==> src/tpsd_pkg.sv <==
// ----------------------------------------------------------------------------
// tpsd_pkg
// Shared types and constants for the TGA pixel stream decoder.
// ----------------------------------------------------------------------------
package tpsd_pkg;

    // Configuration register indexes
    localparam logic [7:0] REG_RUN_LENGTH   = 8'd0;
    localparam logic [7:0] REG_PIXEL_FORMAT = 8'd1;
    localparam logic [7:0] REG_IMAGE_WIDTH  = 8'd2;
    localparam logic [7:0] REG_IMAGE_HEIGHT = 8'd3;

    // Pixel format codes
    typedef enum logic [1:0] {
        FMT_GRAY8  = 2'd0,
        FMT_ARGB16 = 2'd1,
        FMT_BGR24  = 2'd2,
        FMT_BGRA32 = 2'd3
    } pixel_fmt_t;

    localparam logic [7:0] RUN_FLAG     = 8'h80;
    localparam logic [6:0] COUNT_MASK   = 7'h7F;
    localparam logic [7:0] OPAQUE_ALPHA = 8'd255;

    // Live configuration as seen by the decoder
    typedef struct packed {
        logic       run_length_coded;
        pixel_fmt_t pixel_format;
    } cfg_t;

    // One decoded result
    typedef struct packed {
        logic        image_end;
        logic [7:0]  repeat_count;
        logic [31:0] pixel_value;
    } res_t;

    // Decoder status towards the top level
    typedef struct packed {
        logic image_done;
    } dec_status_t;

endpackage

==> src/tpsd_decode.sv <==
// ----------------------------------------------------------------------------
// tpsd_decode
// Packet and pixel state for the decoder. One byte is consumed per fire; a
// completed pixel is widened to BGRA and handed out with its repeat count.
// ----------------------------------------------------------------------------
module tpsd_decode (
    input  logic                 aclk,
    input  logic                 aresetn,
    input  logic                 fire,
    input  logic [7:0]           data_byte,
    input  tpsd_pkg::cfg_t       cfg,
    input  logic                 restart,
    input  logic [31:0]          restart_pixels,
    output logic                 res_valid,
    output tpsd_pkg::res_t       res,
    output tpsd_pkg::dec_status_t status
);
    import tpsd_pkg::*;

    logic [31:0] pixels_left_reg, pixels_left_next;
    logic [7:0]  packet_left_reg, packet_left_next;
    logic        packet_is_run_reg, packet_is_run_next;
    logic [1:0]  byte_phase_reg, byte_phase_next;
    logic [23:0] partial_reg, partial_next;

    logic [31:0] word;
    logic [7:0]  repeat_raw;
    logic [7:0]  repeat_sat;

    // Widen a gathered pixel word to BGRA
    function automatic logic [31:0] widen(input pixel_fmt_t fmt, input logic [31:0] w);
        logic [31:0] p;
        p = 32'd0;
        case (fmt)
            FMT_GRAY8: begin
                p = {24'd0, w[7:0]};
            end
            FMT_ARGB16: begin
                p = {w[15], 7'd0, w[14:10], 3'd0, w[9:5], 3'd0, w[4:0], 3'd0};
            end
            FMT_BGR24: begin
                p = {OPAQUE_ALPHA, w[23:0]};
            end
            default: begin
                p = w;
            end
        endcase
        return p;
    endfunction

    // Assemble the final byte onto the gathered bytes
    always_comb begin
        case (cfg.pixel_format)
            FMT_GRAY8:  word = {24'd0, data_byte};
            FMT_ARGB16: word = {16'd0, data_byte, partial_reg[7:0]};
            FMT_BGR24:  word = {8'd0, data_byte, partial_reg[15:0]};
            default:    word = {data_byte, partial_reg};
        endcase
    end

    // Next state and result
    always_comb begin
        pixels_left_next   = pixels_left_reg;
        packet_left_next   = packet_left_reg;
        packet_is_run_next = packet_is_run_reg;
        byte_phase_next    = byte_phase_reg;
        partial_next       = partial_reg;
        res_valid          = 1'b0;
        repeat_raw         = 8'd1;
        repeat_sat         = 8'd1;
        res.pixel_value    = widen(cfg.pixel_format, word);
        res.repeat_count   = 8'd1;
        res.image_end      = 1'b0;

        if (restart) begin
            pixels_left_next   = restart_pixels;
            packet_left_next   = 8'd0;
            packet_is_run_next = 1'b0;
            byte_phase_next    = 2'd0;
            partial_next       = 24'd0;
        end else if (fire && pixels_left_reg != 32'd0
                     && !(cfg.run_length_coded && cfg.pixel_format == FMT_GRAY8)) begin
            if (cfg.run_length_coded && packet_left_reg == 8'd0) begin
                // Packet header: load count and run flag
                packet_left_next   = {1'b0, data_byte[6:0] & COUNT_MASK} + 8'd1;
                packet_is_run_next = (data_byte & RUN_FLAG) != 8'd0;
                byte_phase_next    = 2'd0;
                partial_next       = 24'd0;
            end else if (byte_phase_reg < cfg.pixel_format) begin
                // Gather a leading byte of the pixel
                case (byte_phase_reg)
                    2'd0:    partial_next = {partial_reg[23:8], data_byte};
                    2'd1:    partial_next = {partial_reg[23:16], data_byte, partial_reg[7:0]};
                    default: partial_next = {data_byte, partial_reg[15:0]};
                endcase
                byte_phase_next = byte_phase_reg + 2'd1;
            end else begin
                // Pixel complete: work out its repeat and retire it
                byte_phase_next = 2'd0;
                partial_next    = 24'd0;
                if (cfg.run_length_coded) begin
                    if (packet_is_run_reg) begin
                        repeat_raw       = packet_left_reg;
                        packet_left_next = 8'd0;
                    end else begin
                        packet_left_next = packet_left_reg - 8'd1;
                    end
                end
                if ({24'd0, repeat_raw} > pixels_left_reg) begin
                    repeat_sat = pixels_left_reg[7:0];
                end else begin
                    repeat_sat = repeat_raw;
                end
                pixels_left_next = pixels_left_reg - {24'd0, repeat_sat};
                res_valid        = 1'b1;
                res.repeat_count = repeat_sat;
                res.image_end    = pixels_left_next == 32'd0;
            end
        end
    end

    always_ff @(posedge aclk) begin
        if (!aresetn) begin
            pixels_left_reg   <= 32'd1;
            packet_left_reg   <= 8'd0;
            packet_is_run_reg <= 1'b0;
            byte_phase_reg    <= 2'd0;
            partial_reg       <= 24'd0;
        end else begin
            pixels_left_reg   <= pixels_left_next;
            packet_left_reg   <= packet_left_next;
            packet_is_run_reg <= packet_is_run_next;
            byte_phase_reg    <= byte_phase_next;
            partial_reg       <= partial_next;
        end
    end

    assign status.image_done = pixels_left_reg == 32'd0;

endmodule

==> src/tpsd_out_buf.sv <==
// ----------------------------------------------------------------------------
// tpsd_out_buf
// Result register with a skid stage, so that a new result is taken while the
// held one still waits on the downstream side.
// ----------------------------------------------------------------------------
module tpsd_out_buf (
    input  logic           aclk,
    input  logic           aresetn,
    input  logic           push,
    input  tpsd_pkg::res_t push_data,
    output logic           push_ready,
    output logic           m_tvalid,
    input  logic           m_tready,
    output tpsd_pkg::res_t m_data
);
    import tpsd_pkg::*;

    logic out_valid_reg, out_valid_next;
    logic skid_valid_reg, skid_valid_next;
    res_t out_reg, out_next;
    res_t skid_reg, skid_next;
    logic pop;

    assign pop        = out_valid_reg && m_tready;
    assign push_ready = !skid_valid_reg;

    // Refill a free output from skid, else from push; else push into skid
    always_comb begin
        out_valid_next  = out_valid_reg;
        skid_valid_next = skid_valid_reg;
        out_next        = out_reg;
        skid_next       = skid_reg;
        if (pop || !out_valid_reg) begin
            if (skid_valid_reg) begin
                out_next        = skid_reg;
                out_valid_next  = 1'b1;
                skid_valid_next = 1'b0;
            end else begin
                out_next       = push_data;
                out_valid_next = push;
            end
        end else if (push) begin
            skid_next       = push_data;
            skid_valid_next = 1'b1;
        end
    end

    always_ff @(posedge aclk) begin
        if (!aresetn) begin
            out_valid_reg  <= 1'b0;
            skid_valid_reg <= 1'b0;
        end else begin
            out_valid_reg  <= out_valid_next;
            skid_valid_reg <= skid_valid_next;
        end
    end

    // Payload needs no reset
    always_ff @(posedge aclk) begin
        out_reg  <= out_next;
        skid_reg <= skid_next;
    end

    assign m_tvalid = out_valid_reg;
    assign m_data   = out_reg;

endmodule

==> src/tga_pixel_stream_decoder_core.sv <==
// An accepted input beat is held in the input register, decoded when it
// fires, and its result is registered in the output buffer that drives m_.
// Throughput: one input beat per cycle while the skid stage is free; the
// packet state update is a registered loop in the decoder, and the skid stage
// keeps input flowing while a result waits. Configuration writes are taken
// once the input register has emptied. Reset (aresetn low, synchronous):
// 32-bit BGRA, plain mode, a 1x1 image, no beats held.
// ----------------------------------------------------------------------------
// tga_pixel_stream_decoder_core
// TGA image-data decoder: bytes in, BGRA pixels with repeat counts out.
// ----------------------------------------------------------------------------
module tga_pixel_stream_decoder_core (
    input  logic        aclk,
    input  logic        aresetn,
    // Input byte stream
    input  logic        s_tvalid,
    output logic        s_tready,
    input  logic [7:0]  s_tdata,    // [7:0] data_byte
    // Decoded pixel stream
    output logic        m_tvalid,
    input  logic        m_tready,
    output logic [39:0] m_tdata,    // [31:0] pixel_value, [39:32] repeat_count
    output logic        m_tlast,    // image_end
    // Configuration writes
    input  logic        cfg_valid,
    output logic        cfg_ready,
    input  logic [7:0]  cfg_index,
    input  logic [15:0] cfg_data
);
    import tpsd_pkg::*;

    logic        rle_reg, rle_next;
    pixel_fmt_t  fmt_reg, fmt_next;
    logic [15:0] width_reg, width_next;
    logic [15:0] height_reg, height_next;
    logic        restart;
    logic [31:0] restart_pixels;

    logic        in_valid_reg, in_valid_next;
    logic [7:0]  in_byte_reg;
    logic        fire;
    logic        buf_ready;

    cfg_t        cfg;
    res_t        res;
    res_t        m_res;
    logic        res_valid;
    dec_status_t status;

    // Configuration registers; any valid write to a known register restarts the image.
    // Take a write only once the held input beat has been decoded.
    assign cfg_ready = !in_valid_reg;

    always_comb begin
        rle_next    = rle_reg;
        fmt_next    = fmt_reg;
        width_next  = width_reg;
        height_next = height_reg;
        restart     = 1'b0;
        if (cfg_valid && cfg_ready) begin
            case (cfg_index)
                REG_RUN_LENGTH: begin
                    rle_next = cfg_data[0];
                    restart  = 1'b1;
                end
                REG_PIXEL_FORMAT: begin
                    fmt_next = pixel_fmt_t'(cfg_data[1:0]);
                    restart  = 1'b1;
                end
                REG_IMAGE_WIDTH: begin
                    width_next = cfg_data;
                    restart    = 1'b1;
                end
                REG_IMAGE_HEIGHT: begin
                    height_next = cfg_data;
                    restart     = 1'b1;
                end
                default: begin
                    restart = 1'b0;
                end
            endcase
        end
    end

    assign restart_pixels = {16'd0, width_next} * {16'd0, height_next};

    always_ff @(posedge aclk) begin
        if (!aresetn) begin
            rle_reg    <= 1'b0;
            fmt_reg    <= FMT_BGRA32;
            width_reg  <= 16'd1;
            height_reg <= 16'd1;
        end else begin
            rle_reg    <= rle_next;
            fmt_reg    <= fmt_next;
            width_reg  <= width_next;
            height_reg <= height_next;
        end
    end

    assign cfg = '{run_length_coded: rle_reg, pixel_format: fmt_reg};

    // Input register: hold a beat until the decoder can retire it
    assign fire     = in_valid_reg && buf_ready;
    assign s_tready = !in_valid_reg || fire;

    always_comb begin
        in_valid_next = in_valid_reg;
        if (s_tvalid && s_tready) begin
            in_valid_next = 1'b1;
        end else if (fire) begin
            in_valid_next = 1'b0;
        end
    end

    always_ff @(posedge aclk) begin
        if (!aresetn) begin
            in_valid_reg <= 1'b0;
        end else begin
            in_valid_reg <= in_valid_next;
        end
    end

    always_ff @(posedge aclk) begin
        if (s_tvalid && s_tready) begin
            in_byte_reg <= s_tdata;
        end
    end

    tpsd_decode u_decode (
        .aclk           (aclk),
        .aresetn        (aresetn),
        .fire           (fire),
        .data_byte      (in_byte_reg),
        .cfg            (cfg),
        .restart        (restart),
        .restart_pixels (restart_pixels),
        .res_valid      (res_valid),
        .res            (res),
        .status         (status)
    );

    tpsd_out_buf u_out_buf (
        .aclk       (aclk),
        .aresetn    (aresetn),
        .push       (fire && res_valid),
        .push_data  (res),
        .push_ready (buf_ready),
        .m_tvalid   (m_tvalid),
        .m_tready   (m_tready),
        .m_data     (m_res)
    );

    assign m_tdata = {m_res.repeat_count, m_res.pixel_value};
    assign m_tlast = m_res.image_end;

    // A result that closes the image leaves the pixel counter at zero
    a_end_clears_count: assert property (@(posedge aclk) disable iff (!aresetn)
        fire && res_valid && res.image_end && !restart |=> status.image_done)
        else $error("image end given but pixels remain");

    // Every result carries a non-zero repeat count
    a_repeat_nonzero: assert property (@(posedge aclk) disable iff (!aresetn)
        fire && res_valid |-> res.repeat_count != 8'd0)
        else $error("zero repeat count");

    // No result once the image is complete
    a_quiet_when_done: assert property (@(posedge aclk) disable iff (!aresetn)
        status.image_done |-> !res_valid)
        else $error("result after image end");

    // Reset leaves no beat on the output
    a_reset_empty: assert property (@(posedge aclk)
        !aresetn |=> !m_tvalid)
        else $error("output valid after reset");

endmodule

==> config.mk <==
export PLATFORM = sky130hd
export DESIGN_NAME = tga_pixel_stream_decoder_core
export DESIGN_NICKNAME = d
export VERILOG_FILES = /design/src/tpsd_pkg.sv /design/src/tpsd_decode.sv /design/src/tpsd_out_buf.sv /design/src/tga_pixel_stream_decoder_core.sv
export SDC_FILE = /design/constraint.sdc
export NUM_CORES = 1
export LEC_CHECK = 0
export BUFFER_PORTS_ARGS = -buffer_cell sky130_fd_sc_hd__buf_4
export CELL_PAD_IN_SITES_DETAIL_PLACEMENT = 0
export CELL_PAD_IN_SITES_GLOBAL_PLACEMENT = 1
export CORE_UTILIZATION = 50
export CTS_CLUSTER_SIZE = 24
export DETAILED_ROUTE_END_ITERATION = 8
export PLACE_DENSITY_LB_ADDON = 0.1
export SLEW_MARGIN = 0
export SYNTH_ARGS = -nofsm -noshare
export SYNTH_HDL_FRONTEND = slang
export SYNTH_HIERARCHICAL = 1
export SYNTH_SLANG_ARGS = --single-unit
==> constraint.sdc <==
create_clock -name aclk -period 11.5 [get_ports aclk]
set_input_delay 2.3 -clock aclk [delete_from_list [all_inputs] [get_ports aclk]]
set_output_delay 2.3 -clock aclk [all_outputs]
set_load 0.01 [all_outputs]
**Word level (Yosys, flattened, before mapping)**

Cells that the tools add are included.

- Add/subtract/negate cells: 4
- $mul: 1
- Divide/modulo/power cells: 0
- Order comparisons: 2
- Equality and inequality tests: 13
- Shift-type cells: 0
- Mux-type cells: 44
- Bitwise gates (word level): 2
- Reductions and logical operators: 36

Operator list:

| cell | number |
|---|---|
| $pmux W32 S3 | 2 |
| $mux W32 | 4 |
| $mux W8 | 15 |
| $mux W16 | 4 |
| $mux W24 | 2 |
| $pmux W24 S2 | 1 |
| $mux W41 | 1 |
| $mux W9 | 4 |
| $gt A8 B32 Y1 | 1 |
| $logic_not A32 Y1 | 1 |
| $mul A16 B16 Y32 | 1 |
| $reduce_bool A32 Y1 | 1 |
| $sub A32 B8 Y32 | 1 |
| $eq A8 B2 Y1 const B | 2 |
| $logic_not A8 Y1 | 2 |
| $reduce_and A3 Y1 | 5 |
| $ne A3 B2 Y1 const B | 4 |
| $logic_and A1 B1 Y1 | 9 |
| $mux W1 | 9 |
| $add A7 B1 Y8 const B | 1 |
| $eq A8 B1 Y1 const B | 1 |
| $reduce_and A2 Y1 | 4 |
| $sub A8 B1 Y8 const B | 1 |
| $reduce_bool A2 Y1 | 3 |
| 13 further kinds | 23 |

- Flip-flop bits (word level): 195
- Latch bits: 0
- RAM bits: 0
- Bits in read-only memories: 0
- Input port bits: 37
- Output and inout bits: 44
- Logic and storage cells: 123
- Memories: 0

**Depth between registers and ports, before layout**

Gate-level depths: netlist of run 1.

- Depth in word-level cells: 19
- Gate-level depth with buffers: 31
- Gate-level depth less buffers: 27

**Modules after synthesis**

Netlist of run 1, hierarchy kept.

By module, submodules not included:

| module | instances | cells an instance | area an instance (µm²) | seq. area each (µm²) |
|---|---|---|---|---|
| tga_pixel_stream_decoder_core | 1 | 1158 | 10472.5 | 960.9 |
| tpsd_decode | 1 | 667 | 4909.7 | 1341.3 |
| tpsd_out_buf | 1 | 137 | 3241.9 | 2502.4 |

**Worst setup path before layout of run 1**

No wires, ideal clock.

- Kind: input to register
- Start: input port cfg_index[7]
- End: register u_decode.pixels_left_reg[23]
- Setup time: 0.132 ns
- Data arrival time: 8.736 ns
- Required time: 11.368 ns
- Slack: 2.631 ns
- Stages on the path: 28
- Buffers on the path: 3
- Path through: nor4_1 -> and4b_1 -> buf_4 -> nand3b_2 -> buf_6 -> buf_6 -> mux2i_1 -> nor2_1 -> fa_1 -> inv_1 -> fa_1 -> inv_1 -> fa_1 -> fa_1 -> fa_1 -> inv_1 -> fa_1 -> inv_1 -> ha_1 -> a21oi_1 -> nor2b_1 -> o21a_1 -> or4_1 -> a31oi_1 -> a21boi_0 -> xnor2_1 -> o21ai_0 -> a21oi_1

- Word-level cells in the longest chain between the ends: 6
- Elaborated cells between the ends (all ways): 17
- Those cells by class: 1 x mul; 5 x eq/ne; 7 x mux; 4 x reduce/logical

RTL lines:

| item | RTL line | text |
|---|---|---|
| start, declared | tga_pixel_stream_decoder_core.sv:27 | `input logic [7:0] cfg_index,` |
| $eq A8 B2 Y1, or another cell as far along | tga_pixel_stream_decoder_core.sv:61 | `case (cfg_index)` |
| $reduce_or A4 Y1 (no source line) (*) | - |  |
| $mux W1 (*) | tga_pixel_stream_decoder_core.sv:61 |  |
| $mux W1 (*) | tga_pixel_stream_decoder_core.sv:60 | `if (cfg_valid && cfg_ready) begin` |
| via restart | tga_pixel_stream_decoder_core.sv:36 | `logic restart;` |
| $ne A2 B2 Y1 (no source line) / $reduce_bool A2 Y1 (equally long branches) | - |  |
| $reduce_and A3 Y1 (no source line) | - |  |
| end signal, assigned | tpsd_decode.sv:130 | `pixels_left_reg <= pixels_left_next;` |
| end, declared | tpsd_decode.sv:20 | `logic [31:0] pixels_left_reg, pixels_left_next;` |

The timed path passes the listed nets; every way through them passes the cells marked *.
A chain may end at the register's enable or synchronous reset.

**Worst setup path after layout of run 1**

- Start: input port cfg_index[7]
- End: register u_decode.pixels_left_reg[23]

- Elaborated cells between the ends (all ways): 17
- Those cells by class: 1 x mul; 5 x eq/ne; 7 x mux; 4 x reduce/logical

RTL lines:

| item | RTL line | text |
|---|---|---|
| $eq A8 B2 Y1 | tga_pixel_stream_decoder_core.sv:61 |  |
| $mux W16 | tga_pixel_stream_decoder_core.sv:61 |  |
| $mux W16 | tga_pixel_stream_decoder_core.sv:60 |  |
| $mul A16 B16 Y32 (*) | tga_pixel_stream_decoder_core.sv:85 | `assign restart_pixels = {16'd0, width_next} * {16'd0, height_next};` |
| via restart_pixels[23] | tga_pixel_stream_decoder_core.sv:37 | `logic [31:0] restart_pixels;` |
| $mux W32 (*) | tpsd_decode.sv:75 | `if (restart) begin` |

Marks and branches as above.

==> impl_results.md, run 1 <==
* Syn Nets at 2319
* CP max stage delay at 860 ps
* Total CTS buffers at 17
* Final setup vio count at 0
* Synth top cells by count: inv_1 (264), nand2_1 (239), fa_1 (195)
* Post-synthesis cell count at 1962
* Critical Path Sink: u_decode/pixels_left_reg[23]
* Hold WS at 455 ps
* WHS Path Cells at 2
* Top-area cell type share of the netlist area at 21.0%
* CTS clk-pin slew, worst paths at 80 ps
* Leak Pwr at 9.35 nW
* Fill cells at 3353
* Multi-input gate area at 12300 um2
* Final WS setup at 1830 ps
* Buf/Inv on CP at 7
* CP delay by family, top: adder cells
* Clock Sinks at 195
* RSZ-0062 raised after global routing: false
* Core area at 36600 um2
* Gpl congestion at 0.916
* Final min period at 9670 ps
* Sequential fraction of the synthesis area at 25.8%
* Drt initial violations at 757
* Synth Flop Type: dfxtp_1
* FF-to-FF End: u_decode/pixels_left_reg[23]
* Cell area after synthesis at 18600 um2
* R2R depth at 27
* Post-synthesis area per instance at 9.49 um2
* Synth async-reset ratio at 0%
* Synth top area cells: fa_1 (21%), edfxtp_1 (15%), dfxtp_1 (11%)
* Cell variety after synth at 84
* Slew Viols, Final at 0
* Synth warn at 6
* # rows at 70
* FF-to-FF setup slack at 3410 ps
* Crit Path Max Fanout at 24
* Worst EP required at 11890 ps
* CP Class: input port to register
* Reg-to-Reg Start: in_valid_reg
* CTS tree: built
* Largest area contributor in the netlist: fa_1
* Count leader, synth: inv_1
* CP arrival at 10050 ps
* Critical Path Start Type: input port
* Status: completed
* Measured slew at the worst slew-check pin at 1120 ps
* Resized Gates After CTS at 0
* VDD IR max at 0.000109 V
* Pre-antenna DRT Iters at 5
* Slowest-stage cell, CP: mux2i_2
* Clock Path Buffers at 2
* Clock skew at 23.0 ps
* H-Tree Depth at 4
* Post-CTS Setup Bufs at 0
* Post-synth EDFFs at 90
* Fmax at 0.103 GHz
* Hold Path Class: register to register
* Critical path startpoint: cfg_index[7]
* Layout Area Growth over Synthesis at 7.58%
* Final setup TNS at 0 ps
* Layout cells sized above 1 at 12.1%
* Max cap viols at 0
* Overall die height at 195 um
* Hold buffer count at cts at 0
* DR vias at 13900
* First-pass GRT wire length at 78100 um
* Routed Antenna Nets at 0
* Clk_lat worst skew at 480 ps
* Hold Crit Start: u_decode/partial_reg[18]
* Die footprint at 38000 um2
* Avg WL per Cell at 19.9 um
* Final Power at 1.47 mW
* P per Cell Area at 73.2 nW/um2
* Slew margin rel. at 25.4%
* CTS root buf: clkbuf_16
* Vias per inst at 5.64
* Final Util at 54.7%
* FF+latch count, synth at 195
* Fin nets at 2349
* Largest net degree at the start of global routing at 72
* Vias in the first global route at 14300
* Register Area at 4810 um2
* Port Buffers at 80
* DRC errors left at 0
* Instance count on the critical path at 28
* Cell mode on critical path: fa_1
* WL final at 49400 um
* Final worst-path cycle share at 84.0%
* Final Hold Violating Endpoints at 0
* GRT Total Usage at 26.7%
* Total gr overflow at 0
* DP Worst Slack at 1400 ps
* Die X at 195 um
* I/O pins at 81
* DP HPWL at 38500 um
* Type of destination of the critical path: register
* Initial core utilization at 50.9%
* Initial antenna violation count at 1
-- area by class of cell --
cell class              instances  share of cell area, %
flip-flops and latches        195                   24.0
inverters                     265                   4.96
well taps                     468                   2.92
repair buffers                 94                   3.52
clock buffers                  18                   2.19
clock inverters                14                   1.01
diodes                          1                 0.0125
multi-input cells            1419                   61.4
-- per-stage QoR --
| step | instances | instance area (um2) |
|---|---|---|
| after CTS | 2473 | 20000 |
| after global placement | 2441 | 19400 |
| after detailed placement | 2441 | 19400 |
| after floorplan | 1962 | 18600 |
| after global routing | 2474 | 20000 |
| final | 2474 | 20000 |
-- worst min-delay path, cell delays in order (launching register included) --
cell and delay, ps:
dfxtp_1 310, nand2_1 50, a21oi_1 50
-- how the worst min path moves through the flow --
| stage | to | slack [ps] |
|---|---|---|
| 3_3_place_gp | u_decode/partial_reg[21] | 440 |
| 6_report | u_decode/partial_reg[18] | 460 |
| 4_1_cts | u_decode/partial_reg[19] | 460 |
| 3_5_place_dp | u_decode/partial_reg[18] | 450 |
| 5_1_grt | u_decode/partial_reg[22] | 480 |
| 2_1_floorplan | u_decode/partial_reg[19] | 430 |
-- where the power goes --
group / internal [mW] / leakage, nW / switching, mW
registers: 0.729 / 1.77 / 0.00954
logic: 0.0341 / 7.27 / 0.0466
clock network: 0.325 / 0.311 / 0.322
total: 1.09 / 9.35 / 0.378
-- routing by layer --
layer	global-route usage, %	wire length (um)
met1	31.9	20000
met2	47.7	25300
met3	2.94	1840
met4	13.5	2170
met5	0	0
-- cells by family (layout without fill, tap and decap cells) --
| family | count (synthesis) | in the layout | synth area share (%) |
|---|---|---|---|
| xor+xnor | 64 | 64 | 3.01 |
| compound gates | 271 | 271 | 8.93 |
| other cells | 0 | 1 | 0 |
| buf+inv | 348 | 391 | 8.20 |
| fa+ha+maj | 320 | 320 | 29.4 |
| flops | 195 | 195 | 25.8 |
| simple gates | 639 | 639 | 16.1 |
| mux | 125 | 125 | 8.57 |
-- placed cells by master, fill, tap and decap left out, drive strengths merged, types with 11 or more instances in the layout --
cell	instances
dfxtp	105
xnor2	44
o21ai	77
fa	195
xor2	20
nand2	240
a31oi	11
edfxtp	90
nor2	173
and3	16
nand2b	22
mux2	70
and2	37
mux2i	55
nor2b	13
inv	272
ha	125
nor4	19
buf	94
nand3	44
a21oi	99
nor3	25
clkbuf	18
Power figures use the tool's default switching activity.
==> run 2, diff against run 1 <==
Clock period 11.5 ns to 9.45 ns, I/O delays scaled along.
==> impl_results.md, run 2 (same netlist as run 1, synthesis figures left out) <==
* CTS tree: built
* CP delay by family, top: adder cells
* Layout cells sized above 1 at 13.3% (+1.2 points)
* # rows at 70 (unchanged)
* Slew margin rel. at 20.3% (-5.1 points)
* Critical Path Start Type: input port
* Leak Pwr at 9.46 nW (+1.1%)
* Final setup vio count at 0 (unchanged)
* Final worst-path cycle share at 91.3%
* Hold buffer count at cts at 0 (unchanged)
* Largest net degree at the start of global routing at 72 (unchanged)
* Slew Viols, Final at 0 (unchanged)
* ANT cells at 0 (-1)
* RSZ-0062 raised after global routing: false
* Type of destination of the critical path: register
* Core area at 36600 um2 (unchanged)
* Vias per inst at 5.58 (-0.96%)
* Die footprint at 38000 um2 (unchanged)
* CTS clk-pin slew, worst paths at 80 ps (about the same)
* WHS Path Cells at 2 (unchanged)
* Resized Gates After CTS at 0 (unchanged)
* Overall die height at 195 um (unchanged)
* Placed instance count at 2471 (+1.2%)
* GRT Total Usage at 26.1% (-0.62 points)
* Routed Antenna Nets at 0 (unchanged)
* CP max stage delay at 550 ps (-310 ps)
* VDD IR max at 0.000130 V (+20%)
* DP HPWL at 38400 um (-0.25%)
* DR vias at 14000 (+0.20%)
* Max cap viols at 0 (unchanged)
* Crit Path Max Fanout at 24 (unchanged)
* Total CTS buffers at 17 (unchanged)
* Buf/Inv on CP at 6 (-1)
* Hold WS at 454 ps (-0.899 ps)
* Port Buffers at 80 (unchanged)
* FF-to-FF setup slack at 1980 ps (-1430 ps)
* Non-filler cells, final at 2503 (+1.2%)
* Final min period at 8630 ps
* I/O pins at 81 (unchanged)
* Final setup TNS at 0 ps (unchanged)
* Clk_lat worst skew at 460 ps (-20 ps)
* Hold Path Class: register to register
* FF-to-FF End: u_decode/pixels_left_reg[23]
* CTS root buf: clkbuf_16
* Avg WL per Cell at 19.2 um (-3.6%)
* Clock Path Buffers at 2 (unchanged)
* Commonest non-fill, non-tap cell in the layout: inv_1
* Measured slew at the worst slew-check pin at 1190 ps (+75.4 ps)
* Hold EP: u_decode/partial_reg[20]
* Fmax at 0.116 GHz
* Post-CTS Setup Bufs at 0 (unchanged)
* Final Util at 55.2% (+0.47 points)
* Fin nets at 2379 (+1.3%)
* P per Cell Area at 85.3 nW/um2 (+17%)
* Reg-to-Reg Start: in_valid_reg
* Cell mode on critical path: fa_1
* CP arrival at 9020 ps (-1030 ps)
* Die X at 195 um (unchanged)
* Vias in the first global route at 14300 (+0.24%)
* Final Hold Violating Endpoints at 0 (unchanged)
* H-Tree Depth at 4 (unchanged)
* First-pass GRT wire length at 76600 um (-1.9%)
* Status: completed
* Pre-antenna DRT Iters at 7 (+2)
* Initial antenna violation count at 0 (-1)
* CP Class: input port to register
* Initial core utilization at 50.9% (unchanged)
* Clock Sinks at 195 (unchanged)
* WL final at 48100 um (-2.5%)
* Total gr overflow at 0 (unchanged)
* DRC errors left at 0 (unchanged)
* Drt initial violations at 768 (+1.5%)
* Slowest-stage cell, CP: fa_1
* Gpl congestion at 0.955 (+4.3%)
* R2R depth at 25 (-7.4%)
* Most frequent cells in the layout: inv_1 (264), nand2_1 (239), fa_1 (195), nor2_1 (170), ha_1 (125)
* Hold Crit Start: u_decode/partial_reg[20]
* Layout Area Growth over Synthesis at 8.51%
* Worst EP required at 9840 ps (-2050 ps)
* Fill cells at 3389 (+1.1%)
* Clock skew at 20.5 ps (-2.52 ps)
[run 2: cell count changes in the layout (fill, tap and decap cells not counted), sizes merged]
cell	delta
buf	+30
bufinv	-1
clkbuf	+1
clkinv	+1
clkinvlp	+1
diode	-1
inv	-2
[run 2: how the worst max path moves through the flow]
stage | from | endpoint | cells after the start
after CTS | cfg_index[7] | u_decode/pixels_left_reg[23] | 26
after global routing | cfg_index[7] | u_decode/pixels_left_reg[29] | 27
final | cfg_index[7] | u_decode/pixels_left_reg[23] | 26
after floorplan | cfg_index[7] | u_decode/pixels_left_reg[23] | 28
after global placement | cfg_index[7] | u_decode/pixels_left_reg[23] | 27
after detailed placement | cfg_index[7] | u_decode/pixels_left_reg[23] | 26
[run 2: per-stage QoR]
stage               area (um2)  power, mW  setup slack, ps
floorplan                18600      0.971              991
global placement         19600       1.02              465
detailed placement       19600       1.02              389
CTS                      20200       1.74              855
global route             20200       1.78              319
finish                   20200       1.72              822
[run 2: layer usage]
metal / part of all wire [%] / global-route usage, % / up-vias
met5: 0 / 0 / -
met4: 3.6 / 11.1 / 0
met3: 3.1 / 2.82 / 88
met2: 51 / 46.3 / 325
met1: 42 / 32.2 / 6955
li1: - / - / 6606
[run 2: final cells by class]
cell class	instances	area, um2	area share (%)
Multi-Input combinational cell	1419	12300	60.9
Sequential cell	195	4810	23.8
Inverter	265	995	4.92
Timing Repair Buffer	124	943	4.67
Tap cell	468	586	2.90
Clock buffer	19	433	2.14
Clock inverter	13	144	0.712
[run 2: report_power, final]
group	switching [mW]	leakage, nW	internal (mW)
sequential	0.0110	1.77	0.887
combinational	0.0576	7.42	0.0419
clock	0.374	0.277	0.352
[run 2: worst register-to-register path, stage by stage, from the launching register on]
cell and delay [ps]:
dfxtp_1 350, nor4_1 260, and4b_1 410, nand3_2 100
buf_4 270, mux2_2 450, buf_4 210, nand2_1 90
fa_1 520, fa_1 520, inv_1 50, fa_1 470
fa_1 520, fa_1 550, inv_1 60, fa_1 520
inv_1 40, ha_1 370, nor2b_1 170, o21a_1 190
or4_1 470, a31oi_1 180, a21boi_0 240, xnor2_1 140
o21ai_0 90, a21oi_1 150
